## config.mk

```make
export PLATFORM = sky130hd
export DESIGN_NAME = tqs_cell
export DESIGN_NICKNAME = d
export VERILOG_FILES = /design/src/rtl/tqs_pkg.sv /design/src/rtl/tqs_cell.sv
export SDC_FILE = /design/constraint.sdc
export NUM_CORES = 1
export LEC_CHECK = 0
export BUFFER_PORTS_ARGS = -buffer_cell sky130_fd_sc_hd__buf_2
export CORE_UTILIZATION = 27
export CTS_CLUSTER_SIZE = 14
export DETAILED_ROUTE_END_ITERATION = 16
export SLEW_MARGIN = 20
export SYNTH_ARGS = -nofsm -noshare
export SYNTH_HDL_FRONTEND = slang
export SYNTH_SLANG_ARGS = --single-unit
```

## constraint.sdc

```tcl
create_clock -name clk -period 5.6 [get_ports clk]
set_input_delay 0.28 -clock clk [delete_from_list [all_inputs] [get_ports clk]]
set_output_delay 0.28 -clock clk [all_outputs]
set_load 0.02 [all_outputs]
```

## src/rtl/tqs_pkg.sv

```systemverilog
// Package of the timer queue scheduler: sizes, item kinds and cell types.
// Depends on nothing.
`default_nettype none
package tqs_pkg;
  localparam int NumTimers = 16;
  localparam int IdW       = 4;
  localparam int TimeW     = 48;
  localparam int OrdW      = 32;

  // Cycles for a state change to ripple through the registered cell row.
  localparam int SettleCyc = NumTimers;
  localparam int CntW      = $clog2(SettleCyc + 1);

  localparam logic [1:0] KIND_TICK  = 2'd0;
  localparam logic [1:0] KIND_START = 2'd1;
  localparam logic [1:0] KIND_STOP  = 2'd2;

  localparam logic [TimeW-1:0] TIME_MAX = {TimeW{1'b1}};
  localparam logic [15:0] NT_NONE = 16'hFFFF;
  localparam logic [15:0] NT_MAX  = 16'h7FFF;

  // Candidate word passed along the comparison chain.
  typedef struct packed {
    logic             vld;
    logic [TimeW-1:0] due;
    logic [OrdW-1:0]  ord;
    logic [IdW-1:0]   id;
  } cand_t;

  // Command broadcast from the controller to every cell.
  typedef struct packed {
    logic             arm;      // load a fresh arming
    logic             disarm;   // stop
    logic [IdW-1:0]   id;
    logic [15:0]      reload;
    logic [7:0]       rep;
    logic             fire;     // fire the selected cell
    logic             clr_done; // new tick begins
    logic [TimeW-1:0] due;      // due time for arm or re-arm
    logic [OrdW-1:0]  ord;
  } cmd_t;
endpackage
`default_nettype wire

```

## src/rtl/tqs_cell.sv

```systemverilog
// One timer cell: stores one timer and compares itself against the candidate
// word arriving from its left neighbor. Depends on tqs_pkg.
`default_nettype none
module tqs_cell
  import tqs_pkg::*;
(
  input  wire logic            clk,
  input  wire logic            rst_n,
  input  wire logic [IdW-1:0]  my_id,
  input  wire cmd_t            cmd,
  input  wire logic            skip_done,
  input  wire cand_t           cand_in,
  output cand_t                cand_out,
  output logic [15:0]          reload_o,
  output logic [7:0]           rep_o
);
  logic             armed_r, armed_nxt;
  logic             done_r, done_nxt;
  logic [TimeW-1:0] due_r, due_nxt;
  logic [OrdW-1:0]  ord_r, ord_nxt;
  logic [15:0]      reload_r, reload_nxt;
  logic [7:0]       rep_r, rep_nxt;
  cand_t            cand_r, cand_nxt;
  logic             sel, fire_me, better;

  assign sel = (cmd.id == my_id);
  assign fire_me = cmd.fire && sel;
  assign reload_o = reload_r;
  assign rep_o = rep_r;
  assign cand_out = cand_r;

  // Compare this timer with the incoming candidate; the winner is registered.
  always_comb begin
    better = armed_r && !(skip_done && done_r) &&
             (!cand_in.vld || due_r < cand_in.due ||
              (due_r == cand_in.due && ord_r < cand_in.ord));
    cand_nxt = cand_in;
    if (better) begin
      cand_nxt = '{vld: 1'b1, due: due_r, ord: ord_r, id: my_id};
    end
  end

  // Update on commands.
  always_comb begin
    armed_nxt = armed_r; done_nxt = done_r; due_nxt = due_r; ord_nxt = ord_r;
    reload_nxt = reload_r; rep_nxt = rep_r;
    if (cmd.clr_done) done_nxt = 1'b0;
    if (cmd.arm && sel) begin
      armed_nxt = 1'b1; due_nxt = cmd.due; ord_nxt = cmd.ord;
      reload_nxt = cmd.reload; rep_nxt = cmd.rep;
    end
    if (cmd.disarm && sel) armed_nxt = 1'b0;
    if (fire_me) begin
      done_nxt = 1'b1;
      rep_nxt = (rep_r != 8'd0) ? rep_r - 8'd1 : 8'd0;
      if (rep_r > 8'd1) begin
        armed_nxt = 1'b1; due_nxt = cmd.due; ord_nxt = cmd.ord;
      end else begin
        armed_nxt = 1'b0;
      end
    end
  end

  always_ff @(posedge clk) begin
    if (!rst_n) begin
      armed_r <= 1'b0;
      done_r  <= 1'b0;
      cand_r  <= '0;
    end else begin
      armed_r <= armed_nxt;
      done_r  <= done_nxt;
      cand_r  <= cand_nxt;
    end
    due_r    <= due_nxt;
    ord_r    <= ord_nxt;
    reload_r <= reload_nxt;
    rep_r    <= rep_nxt;
  end
endmodule
`default_nettype wire

```

**After elaboration in Yosys (flattened, before gate mapping)**

Index checks and enable logic that the tools add are counted.

- Output and inout bits: 109
- Input bits: 204
- Logic and storage cells: 47
- Register bits: 191

- Multiplexer cells: 16
- Add/subtract/negate cells: 1
- Eq/ne operators: 2
- Reductions and logical operators: 15
- Order comparisons: 3

Operators by type and width:

| operator | count |
|---|---|
| $mux W48 | 3 |
| $mux W32 | 3 |
| $mux W85 | 1 |
| $eq A48 B48 Y1 | 1 |
| $lt A48 B48 Y1 | 1 |
| $lt A32 B32 Y1 | 1 |
| $mux W8 | 3 |
| $gt A8 B1 Y1 const B | 1 |
| $reduce_bool A8 Y1 | 1 |
| $sub A8 B1 Y8 const B | 1 |
| $logic_and A1 B1 Y1 | 7 |
| $mux W1 | 6 |
| $eq A4 B4 Y1 | 1 |
| $reduce_bool A2 Y1 | 2 |
| $reduce_bool A3 Y1 | 1 |
| $logic_not A1 Y1 | 2 |
| $logic_or A1 B1 Y1 | 2 |

**Logic depth before layout (Yosys ltp)**

Gate-level depths: netlist of the first run.

- Word-level depth: 5
- Gate-level depth with buffers: 13
- Depth with buffers taken out: 10

**Worst setup path before layout of the first run**

No wires, ideal clock.

- Path type: register -> register
- From: register ord_r[14]
- To: register cand_r, in the netlist cand_out[15]
- Path buffers: 3
- Path slack: 3.270 ns
- Arrival time: 2.212 ns
- Stages on the path, launching flop included: 12
- Data required time: 5.482 ns
- Setup time: 0.118 ns
- Clock period less this slack: 2.330 ns
- Cell sequence: dfxtp_1 > ha_1 > nand4_1 > or2_1 > o41ai_1 > o31a_1 > o41ai_2 > o21a_1 > buf_4 > buf_12 > buf_12 > mux2i_1

- Cells in the longest elaborated chain, start to end: 5

Ends and longest elaborated chain:

| item | line | source |
|---|---|---|
| start, declared | tqs_cell.sv:20 | `logic [OrdW-1:0] ord_r, ord_nxt;` |
| start signal, assigned | tqs_cell.sv:75 | `ord_r <= ord_nxt;` |
| $lt A32 B32 Y1 | tqs_cell.sv:36 | `(due_r == cand_in.due && ord_r < cand_in.ord));` |
| $logic_and A1 B1 Y1 | tqs_cell.sv:36 |  |
| $logic_or A1 B1 Y1 | tqs_cell.sv:35 | `(!cand_in.vld \|\| due_r < cand_in.due \|\|` |
| $logic_and A1 B1 Y1 | tqs_cell.sv:34 | `better = armed_r && !(skip_done && done_r) &&` |
| $mux W85 | tqs_cell.sv:38 | `if (better) begin` |
| end signal, assigned | tqs_cell.sv:72 | `cand_r <= cand_nxt;` |
| end, declared | tqs_cell.sv:23 | `cand_t cand_r, cand_nxt;` |

Every way passes these cells.
A chain may end at the register's enable or synchronous reset.

**Worst setup path after layout of the first run**

- From: register due_r[47]
- To: register cand_r, in the netlist cand_out[59]

- Cells in the longest elaborated chain, start to end: 5
- Elaborated cells between the ends (all ways): 7
- Classes of those cells: order compare (1); eq/ne (1); mux (1); reduce/logical (4)

Ends and longest elaborated chain:

| item | line | source |
|---|---|---|
| start, declared | tqs_cell.sv:19 | `logic [TimeW-1:0] due_r, due_nxt;` |
| start signal, assigned | tqs_cell.sv:74 | `due_r <= due_nxt;` |
| $lt A48 B48 Y1 or $eq A48 B48 Y1 (tied branches) | tqs_cell.sv:35, tqs_cell.sv:36 |  |
| $logic_or A1 B1 Y1 or $logic_and A1 B1 Y1 (tied branches) | tqs_cell.sv:35, tqs_cell.sv:36 |  |
| $logic_or A1 B1 Y1 (*) | tqs_cell.sv:35 |  |
| $logic_and A1 B1 Y1 (*) | tqs_cell.sv:34 |  |
| $mux W85 (*) | tqs_cell.sv:38 |  |

Mark *: on every way between the ends. The rest lies on a longest branch, timed or not.

==> qor.yml, run 1 <==
cpPeakStageDelay_ns: 0.91
post_cts_buffers: 0
initial_core_util_pct: 27.7
num_rows: 66
nNetsFinal: 1492
ys_seq_area_share_pct: 44.7
slowest_stage: "o21a_4"
period_share_pct: 65.8
power.share.clock_pct: 29.3
skew_ns: 0.0140
path_class: "flop to flop"
yosysWarningCount: 0
routed.top_layer: "met5"
crit_fanout: 53
via_count: 7193
startpoint_type: "flop"
grt_pass1_wl_um: 36800
switching_share_pct: 31.7
synthesis.nets: 1179
die_area_um2: 34400
grtUsageTotal_pct: 14.2
crit_required_ns: 5.96
cp_cell_sequence: "ha_1, nand4_1, nor2_1, nand3_1, nor2_1, o2111ai_1, o41ai_2, o21a_4, buf_12, mux2i_1"
grt_max_degree: 116
wl_met3_um: 1840
sequentialPowerShare_pct: 44.3
synth-compound-area-share_pct: 6.00
place_ws_ns: 1.69
drc_errors: 0
place.gp.congestion: 0.826
grt_pass1_vias: 7110
intPower_mw: 2.95
fp.dieW_um: 185
wl_per_cell_um: 14.7
setup_tns_ns: 0
p_leak_nw: 5.63
clock_latency_ns: 0.45
arrival_ns: 4.05
area_delta_synth_final_pct: 29.1
ant_nets: 0
synth-async-reset-ratio_pct: 0
synth_top_family_by_area: "multiplexers"
drt-met1-wl_um: 10700
hold_path.class: "input port to flop"
final_cells: 1665
synth_cell_type_count: 45
setup_viol: 0
met2WireLength_um: 11500
final_cell_mix: "buf_2 (311), nand2_1 (191), dfxtp_1 (167)"
synthAdderAreaFrac_pct: 11.2
die_h_um: 185
combPwrFrac_pct: 26.4
maxCapViolations: 0
drt_wl_total_um: 24500
fmaxAchievable_ghz: 0.272
synth_edf_count: 24
cts_root_buf: "clkbuf_16"
synth_simple_gate_area_share_pct: 11.6
avgSynthCellArea_um2: 10.2
fin_crit_ns: 3.68
core_area_um2: 32800
final_max_slew_viol_count: 0
cts_tree: "done"
fin_area_um2: 11700
whs_ns: 0.0390
synthXorXnorAreaFrac_pct: 0.675
crit_path_frequent_cell: "nor2_1"
clk_pin_slew_ns: 0.08
syn_inst: 894
end_kind: "flop"
yosys_most_used_dff: "dfxtp_1"
tightest_slew_ns: 1.09
mostFrequentLayoutCell: "buf_2"
finalCoreUtilization_pct: 35.8
rsz0062_at_grt: "false"
synth_mux_area_share_pct: 19.2
grt_overflow: 0
syn-cell-area_um2: 9080
first_pass_iters: 4
p_total_mw: 4.32
via_per_inst: 4.32
outcome: "completed"
finalWorstSetupSlack_ns: 1.92
cts_buffer_depth: 2
ios: 313
power_density_nw_per_um2: 369
antenna_found_initial: 7
port_buffers: 312
placed_cells: 1614
drive_gt1_share_pct: 32.2
dpl-instance-area_um2: 11000
dpl.hpwl_um: 18600
drt_iter0_drc: 263
final_hold_viol_count: 0
slew_headroom_pct: 27.2
cts_num_sinks: 191
ys_ff_latch: 191
cts_inserted_buffers: 17
vdd_drop_max_v: 0.000204
power_switching_mw: 1.37
cts_max_level: 4
## worst max-delay path: cells and delay by family (launching register included)
kind / cells / cell delay, ns
AOI/OAI and AO/OA: 3 / 1.51
adders and majority gates: 1 / 0.30
and+or+nand+nor: 4 / 0.79
DFF: 1 / 0.33
muxes: 1 / 0.23
buffers and inverters: 1 / 0.34
## cells in the mapped netlist, types with 2 or more instances
library cell	count	area, um^2
nand2_1	191	717
dfxtp_1	167	3340
mux2i_1	84	841
inv_1	83	312
ha_1	81	1010
mux2_1	44	495
mux2_2	36	405
a21oi_1	30	150
edfxtp_1	24	721
clkbuf_1	20	75.1
nand3_1	15	75.1
nand4_1	14	87.6
a21o_1	13	97.6
o21ai_0	13	65.1
buf_4	11	82.6
nor2_1	10	37.5
buf_12	7	140
xor2_1	5	43.8
a211oi_1	4	30.0
a21boi_0	4	30.0
nor3_1	4	20.0
o21a_1	4	30.0
o31ai_1	3	22.5
a221oi_1	2	17.5
a31o_2	2	17.5
and4_1	2	17.5
nor3b_1	2	15.0
xnor2_1	2	17.5
## timing repair
action / 4_1_cts / 5_1_grt
gates resized for setup: 0 / 0
hold buffers: 16 / 0
endpoints found under the setup margin: 0 / 0
hold endpoints to repair: 16 / 0
## cells by family after synthesis
| logic type | Yosys count |
|---|---|
| simple gates | 248 |
| flops | 191 |
| mux | 164 |
| buf+inv | 121 |
| compound gates | 82 |
| fa+ha+maj | 81 |
| xor+xnor | 7 |
## final cells by class
cell class              instances  area (um^2)
fillers                      3346        21100
multi-input cells             582         4420
flip-flops and latches        191         4060
repair buffers                332         1770
well taps                     442          553
clock buffers                  17          425
inverters                      83          312
clock inverters                15          173
diodes                          3         7.51
## registers in the layout, summed over array words and instances, names as in the netlist
signal / cells
cand_out: 85
due_r: 48
ord_r: 32
reload_o: 16
rep_o: 8
armed_r: 1
done_r: 1
## power groups by stage
stage | registers [mW] | logic (mW) | clock network (mW)
after floorplan | 1.95 | 0.769 | 0
after global placement | 1.94 | 1.12 | 0
after detailed placement | 1.95 | 1.14 | 0
after CTS | 1.92 | 1.16 | 1.31
after global routing | 1.96 | 1.31 | 1.38
final | 1.91 | 1.14 | 1.26
## per-layer routing
metal  global-route usage (%)  up-vias
met5                        0        -
met1                     16.5     3273
met2                     24.1      214
met3                     5.03       28
li1                         -     3672
met4                     4.63        6
## path summary, 6_finish.rpt
kind	depth (start not counted)	start	slack, ns	end
hold reg to reg	2	due_r[0]	0.47	cand_out[36]
setup reg to reg	10	due_r[47]	1.92	cand_out[59]
hold / removal	2	cmd[24]	0.04	ord_r[24]
setup / recovery	10	due_r[47]	1.92	cand_out[59]
(Power assumes the default switching activity.)
==> run 2, diff against run 1 <==
==> constraint.sdc (replaced) <==
create_clock -name clk -period 3.4 [get_ports clk]
set_input_delay 0.17 -clock clk [delete_from_list [all_inputs] [get_ports clk]]
set_output_delay 0.17 -clock clk [all_outputs]
set_load 0.02 [all_outputs]
==> run 2 against run 1 <==
Worst setup slack worse by 1.7 ns; critical path type is now input port to flop; final cell count up 11%; count of clock-buffer cells in the layout up 4; total power up 67%; die area unchanged; clock skew up 0.0018 ns; largest cell class unchanged; sequential power up 65%; register-to-register slack worse by 1.6 ns; utilization up 5.6 points; sequential share of layout area down 4.7 points.
==> qor.yml, run 2 (synthesis gave the netlist of run 1 again) <==
outcome: "completed"  # unchanged
end_kind: "flop"  # unchanged
whs_ns: 0.0275  # was 0.0390 ns
vdd_drop_max_v: 0.000327  # was 0.000204 V
grt_pass1_vias: 8083  # was 7110
area_delta_synth_final_pct: 49.5  # was 29.1%
cts_max_level: 4  # unchanged
path_class: "input port to flop"  # was flop to flop
via_count: 8010  # was 7193
period_share_pct: 92.8
startpoint_type: "input port"  # was flop
final_max_slew_viol_count: 0  # unchanged
skew_ns: 0.0157  # was 0.0140 ns
crit_fanout: 22  # was 53
core_area_um2: 32800  # unchanged
setup_tns_ns: 0  # unchanged
finalCoreUtilization_pct: 41.4  # was 35.8%
final_cell_mix: "buf_2 (311), nand2_1 (191), dlygate4sd3_1 (189)"  # was buf_2 (311), nand2_1 (191), dfxtp_1 (167)
num_rows: 66  # unchanged
antenna_found_initial: 2  # was 7
dpl-instance-area_um2: 11100  # was 11000 um^2
clk_pin_slew_ns: 0.07  # was 0.08 ns
slew_headroom_pct: 32.1  # was 27.2%
port_buffers: 312  # unchanged
place.gp.congestion: 0.781  # was 0.826
arrival_ns: 3.51  # was 4.05 ns
fmaxAchievable_ghz: 0.317
ant_nets: 0  # unchanged
p_leak_nw: 6.40  # was 5.63 nW
grt_max_degree: 136  # was 116
final_hold_viol_count: 0  # unchanged
die_h_um: 185  # unchanged
tightest_slew_ns: 1.02  # was 1.09 ns
fin_area_um2: 13600  # was 11700 um^2
ctsResizeCount: 0  # unchanged
cts_root_buf: "clkbuf_16"  # unchanged
drt_iter0_drc: 189  # was 263
drc_errors: 0  # unchanged
crit_required_ns: 3.75  # was 5.96 ns
hold_path.class: "input port to flop"  # unchanged
grtUsageTotal_pct: 15.6  # was 14.2%
maxCapViolations: 0  # unchanged
grt_overflow: 0  # unchanged
cts_inserted_buffers: 17  # unchanged
wl_per_cell_um: 14.7  # about the same
fin_crit_ns: 3.16
power_density_nw_per_um2: 531  # was 369 nW/um^2
setup_viol: 0  # unchanged
cts_buffer_depth: 2  # unchanged
via_per_inst: 4.33  # was 4.32
cts_num_sinks: 191  # unchanged
num-fill-cells: 3165  # was 3346
nNetsFinal: 1674  # was 1492
largest_register_ffs: 85  # unchanged
dpl.hpwl_um: 19300  # was 18600 um
drt_wl_total_um: 27200  # was 24500 um
initial_core_util_pct: 27.7  # unchanged
ios: 313  # unchanged
rsz0062_at_grt: "false"  # unchanged
cts_tree: "done"  # unchanged
grt_pass1_wl_um: 40900  # was 36800 um
drive_gt1_share_pct: 28.5  # was 32.2%
clock_latency_ns: 0.44  # was 0.45 ns
die_area_um2: 34400  # unchanged
first_pass_iters: 4  # unchanged
fp.dieW_um: 185  # unchanged
mostFrequentLayoutCell: "buf_2"  # unchanged
[run 2: final timing paths]
kind                             startpoint           end  slack (ns)  depth (start not counted)
worst max-delay path            cand_in[74]   cand_out[7]        0.24                         13
worst max register to register    due_r[47]   cand_out[7]        0.31                         10
worst min register to register     due_r[0]  cand_out[36]        0.46                          2
worst min-delay path                cmd[85]      rep_o[3]        0.03                          2
[run 2: routing by layer]
layer,global-route usage (%),vias up,wire length [um]
met4,6.45,0,825
met1,17.2,3684,11400
met5,0,-,0
met3,5.13,47,1800
met2,27.2,248,13200
li1,-,4031,-
[run 2: power by group]
group          switching (mW)  total (mW)  leakage (nW)  internal (mW)
Combinational           0.982        2.07          4.51           1.09
Sequential              0.349        3.16          1.62           2.81
Clock                   0.941        1.98         0.276           1.04
[run 2: final cells by class]
type,instances,area (um^2),area share (%)
multi-input cells,582,4420,32.6
flip-flops and latches,191,4060,29.9
repair buffers,514,3640,26.8
well taps,442,553,4.07
clock buffers,21,483,3.56
inverters,83,312,2.29
clock inverters,11,90.1,0.663
diodes,4,10.0,0.0737
[run 2: critical path, cell delays in order]
cell	delay, ns
dlygate4sd3_1	0.52
buf_2	0.12
inv_1	0.04
ha_1	0.30
nand4_1	0.13
nor2_1	0.26
nand3_1	0.18
nor2_1	0.31
o2111ai_1	0.24
o41ai_2	0.42
o21a_4	0.32
buf_12	0.24
mux2i_1	0.24
[run 2: per-stage QoR]
step | cells | worst slack, ns | power (mW)
after global placement | 1621 | 0.100 | 5.06
final | 1848 | 0.245 | 7.21
after floorplan | 894 | 1.07 | 4.48
after CTS | 1842 | 0.000540 | 7.31
after global routing | 1846 | 0.0864 | 7.72
after detailed placement | 1621 | 0.0567 | 5.10
[run 2: repair_timing]
item / in CTS / in global routing
setup endpoints to repair: 0 / 40
endpoints found under the hold margin: 185 / 0
buffers inserted: 0 / 2
hold buffers: 189 / 0
==> run 3, diff against run 2 <==
--- a/config.mk
+++ b/config.mk
@@ -5,7 +5,8 @@
 export SDC_FILE = /design/constraint.sdc
 export NUM_CORES = 1
 export LEC_CHECK = 0
-export BUFFER_PORTS_ARGS = -buffer_cell sky130_fd_sc_hd__buf_2
+export ABC_AREA = 1
+export BUFFER_PORTS_ARGS = -buffer_cell sky130_fd_sc_hd__buf_4
 export CORE_UTILIZATION = 27
 export CTS_CLUSTER_SIZE = 14
 export DETAILED_ROUTE_END_ITERATION = 16
==> run 3 against run 2 <==
Sequential power shrank 3%; via count grew 18%; clock power grew 8%; global-route usage is 0.84 points higher; critical endpoint is now cand_out[26]; largest cell class unchanged.
==> qor.yml, run 3 <==
yosysWarningCount: 0  # unchanged
r2r_cells: 13  # was 10
end_kind: "flop"  # unchanged
num-fill-cells: 3426  # was 3165
largest_register_ffs: 85  # unchanged
ys_seq_area_share_pct: 42.3  # was 44.7%
drt_wl_total_um: 30200  # was 27200 um
synth_common_cells: "nand2_1 (269), inv_1 (193), dfxtp_1 (167), nor2_1 (113), a21oi_1 (91)"  # was nand2_1 (191), dfxtp_1 (167), mux2i_1 (84), inv_1 (83), ha_1 (81)
cts_buffer_depth: 2  # unchanged
synth.most_common_cell: "nand2_1"  # unchanged
fp.dieW_um: 191  # was 185 um
final_max_slew_viol_count: 0  # unchanged
ios: 313  # unchanged
synthTopCellsByArea: "dfxtp_1 (35%), ha_1 (11%), nand2_1 (11%)"  # was dfxtp_1 (37%), ha_1 (11%), mux2i_1 (9.3%)
syn_inst: 1257  # was 894
rr_startpoint: "due_r[43]"  # was due_r[47]
initial_core_util_pct: 27.6  # was 27.7%
avgSynthCellArea_um2: 7.64  # was 10.2 um^2
fin_crit_ns: 2.67  # was 3.16 ns
synthesis.nets: 1542  # was 1179
min-delay-start: "cand_in[62]"  # was cmd[85]
slew_headroom_pct: 41.0  # was 32.1%
ctsResizeCount: 0  # unchanged
ys_ff_latch: 191  # unchanged
syn-cell-area_um2: 9600  # was 9080 um^2
cts_inserted_buffers: 17  # unchanged
cts_tree: "done"  # unchanged
grtUsageTotal_pct: 16.4  # was 15.6%
place.gp.congestion: 0.800  # was 0.781
rsz0062_at_grt: "false"  # unchanged
synth-async-reset-ratio_pct: 0  # unchanged
area_delta_synth_final_pct: 53.5  # was 49.5%
ant_nets: 0  # unchanged
antenna_found_initial: 2  # unchanged
via_per_inst: 4.33  # about the same
netlist.area_leader.share_pct: 34.8  # was 36.8%
synth_cell_type_count: 33  # was 45
cts_max_level: 4  # unchanged
min_to: "cand_out[62]"  # was rep_o[3]
wl_per_cell_um: 13.8  # was 14.7 um
cpPeakStageDelay_ns: 0.55  # was 0.52 ns
skew_ns: 0.0120  # was 0.0157 ns
crit_path_frequent_cell: "nor2_1"  # unchanged
grt_use_met3_pct: 4.10  # was 5.13%
outcome: "completed"  # unchanged
grt_pass1_vias: 9524  # was 8083
core_area_um2: 34800  # was 32800 um^2
path_class: "input port to flop"  # unchanged
slowest_stage: "dlygate4sd3_1"  # unchanged
hold_path.class: "input port to flop"  # unchanged
synth_edf_count: 24  # unchanged
tightest_slew_ns: 0.884  # was 1.02 ns
p_leak_nw: 7.18  # was 6.40 nW
drc_errors: 0  # unchanged
r2r-end: "cand_out[26]"  # was cand_out[7]
cp_cell_sequence: "dlygate4sd3_1, buf_4, inv_1, ha_1, nand4_1, nor2_1, nand3_1, nor2_1, nand2_1, nor2_2, nand2_2, nand3_4, buf_12, nand3_1, nand2_1, nor2_1"  # was dlygate4sd3_1, buf_2, inv_1, ha_1, nand4_1, nor2_1, nand3_1, nor2_1, o2111ai_1, o41ai_2, o21a_4, buf_12, mux2i_1
crit_required_ns: 3.74  # was 3.75 ns
mostFrequentLayoutCell: "buf_4"  # was buf_2
grt_overflow: 0  # unchanged
power_density_nw_per_um2: 524  # was 531 nW/um^2
period_share_pct: 78.5  # was 92.8%
die_h_um: 191  # was 185 um
first_pass_iters: 4  # unchanged
grt_pass1_wl_um: 46800  # was 40900 um
crit_fanout: 92  # was 22
met1_usage_pct: 19.5  # was 17.2%
drive_gt1_share_pct: 23.1  # was 28.5%
cts_num_sinks: 191  # unchanged
dpl.hpwl_um: 20100  # was 19300 um
vdd_drop_max_v: 0.000344  # was 0.000327 V
setup_tns_ns: 0  # unchanged
setup_viol: 0  # unchanged
top_usage_layer: "met2"  # unchanged
die_area_um2: 36300  # was 34400 um^2
final_cell_mix: "buf_4 (314), nand2_1 (268), inv_1 (193)"  # was buf_2 (311), nand2_1 (191), dlygate4sd3_1 (189)
fmaxAchievable_ghz: 0.375  # was 0.317 GHz
clk_pin_slew_ns: 0.07  # about the same
final_hold_viol_count: 0  # unchanged
cts_root_buf: "clkbuf_16"  # unchanged
grt_max_degree: 170  # was 136
clock_latency_ns: 0.45  # was 0.44 ns
yosys.area.top_type: "dfxtp_1"  # unchanged
num_rows: 68  # was 66
via_count: 9472  # was 8010
drt_iter0_drc: 319  # was 189
yosys_most_used_dff: "dfxtp_1"  # unchanged
nNetsFinal: 2005  # was 1674
port_buffers: 312  # unchanged
holdPathStages: 3  # was 2
maxCapViolations: 0  # unchanged
finalCoreUtilization_pct: 42.4  # was 41.4%
grt_use_met2_pct: 29.0  # was 27.2%
startpoint_type: "input port"  # unchanged
arrival_ns: 3.01  # was 3.51 ns
reg2reg_slack_ns: 0.83  # was 0.31 ns
run 3: cell types whose count changed after synthesis, moves of 68 or more:
cell     change
nor2_1     +103
o21ai_0     +68
mux2i_1     -84
nand3_1     +71
nand2_1     +78
inv_1      +110
run 3: layout make-up:
type | instances | area [um^2] | area share [%]
repair buffers | 507 | 4340 | 29.4
multi-input cells | 806 | 4430 | 30.0
inverters | 197 | 739 | 5.01
well taps | 455 | 569 | 3.86
clock buffers | 18 | 450 | 3.05
flip-flops and latches | 191 | 4060 | 27.6
clock inverters | 14 | 151 | 1.03
diodes | 2 | 5.00 | 0.0339
run 3: critical path, delay by kind of cell:
family                   cells  cell delay [ns]
AND/OR/NAND/NOR             11             1.36
buffers and inverters        4             1.08
adder cells (fa/ha/maj)      1             0.30
run 3: logic make-up (layout without fill, tap and decap cells):
kind of cell | count (synthesis) | in the layout | synth area share, %
simple gates | 492 | 492 | 21.4
buf+inv | 260 | 736 | 11.8
compound gates | 224 | 224 | 13.1
flops | 191 | 191 | 42.3
fa+ha+maj | 81 | 81 | 10.6
xor+xnor | 9 | 9 | 0.821
other cells | 0 | 2 | 0
run 3: routing by layer:
metal / routed length, um / part of all wire, % / vias to the layer above
met5: 0 / 0 / -
met4: 427 / 1.4 / 0
met2: 14700 / 49 / 269
met1: 13300 / 44 / 4272
met3: 1750 / 5.8 / 19
li1: - / - / 4912
run 3: worst max-delay path by stage:
stage	from	slack, ns	depth (start not counted)	end
2_1_floorplan	due_r[47]	1.47	14	cand_out[36]
3_3_place_gp	due_r[11]	0.78	15	cand_out[6]
3_5_place_dp	cand_in[83]	0.77	15	cand_out[26]
4_1_cts	cand_in[80]	0.68	16	cand_out[23]
5_1_grt	cand_in[83]	0.43	16	cand_out[26]
6_report	cand_in[83]	0.73	16	cand_out[26]
run 3: report_power, final:
group / internal (mW) / switching, mW
clock network: 1.14 / 0.993
logic: 1.10 / 1.44
registers: 2.80 / 0.249
total: 5.04 / 2.68
run 3: per-stage QoR:
stage | power, mW | instance area, um^2 | worst slack (ns) | hold WS [ns] | instances
final | 7.72 | 14700 | 0.732 | 0.0132 | 2190
after detailed placement | 5.47 | 12300 | 0.766 | 0.350 | 1968
after global routing | 8.32 | 14700 | 0.429 | 0.0111 | 2190
after floorplan | 4.74 | 9600 | 1.47 | 0.269 | 1257
after CTS | 7.84 | 14700 | 0.678 | 0.00265 | 2188
after global placement | 5.42 | 12300 | 0.777 | 0.348 | 1968
run 3: repair_timing:
action,in CTS,in global routing
buffers inserted,0,0
setup endpoints to repair,0,0
endpoints found under the hold margin,188,0
hold buffers,188,0
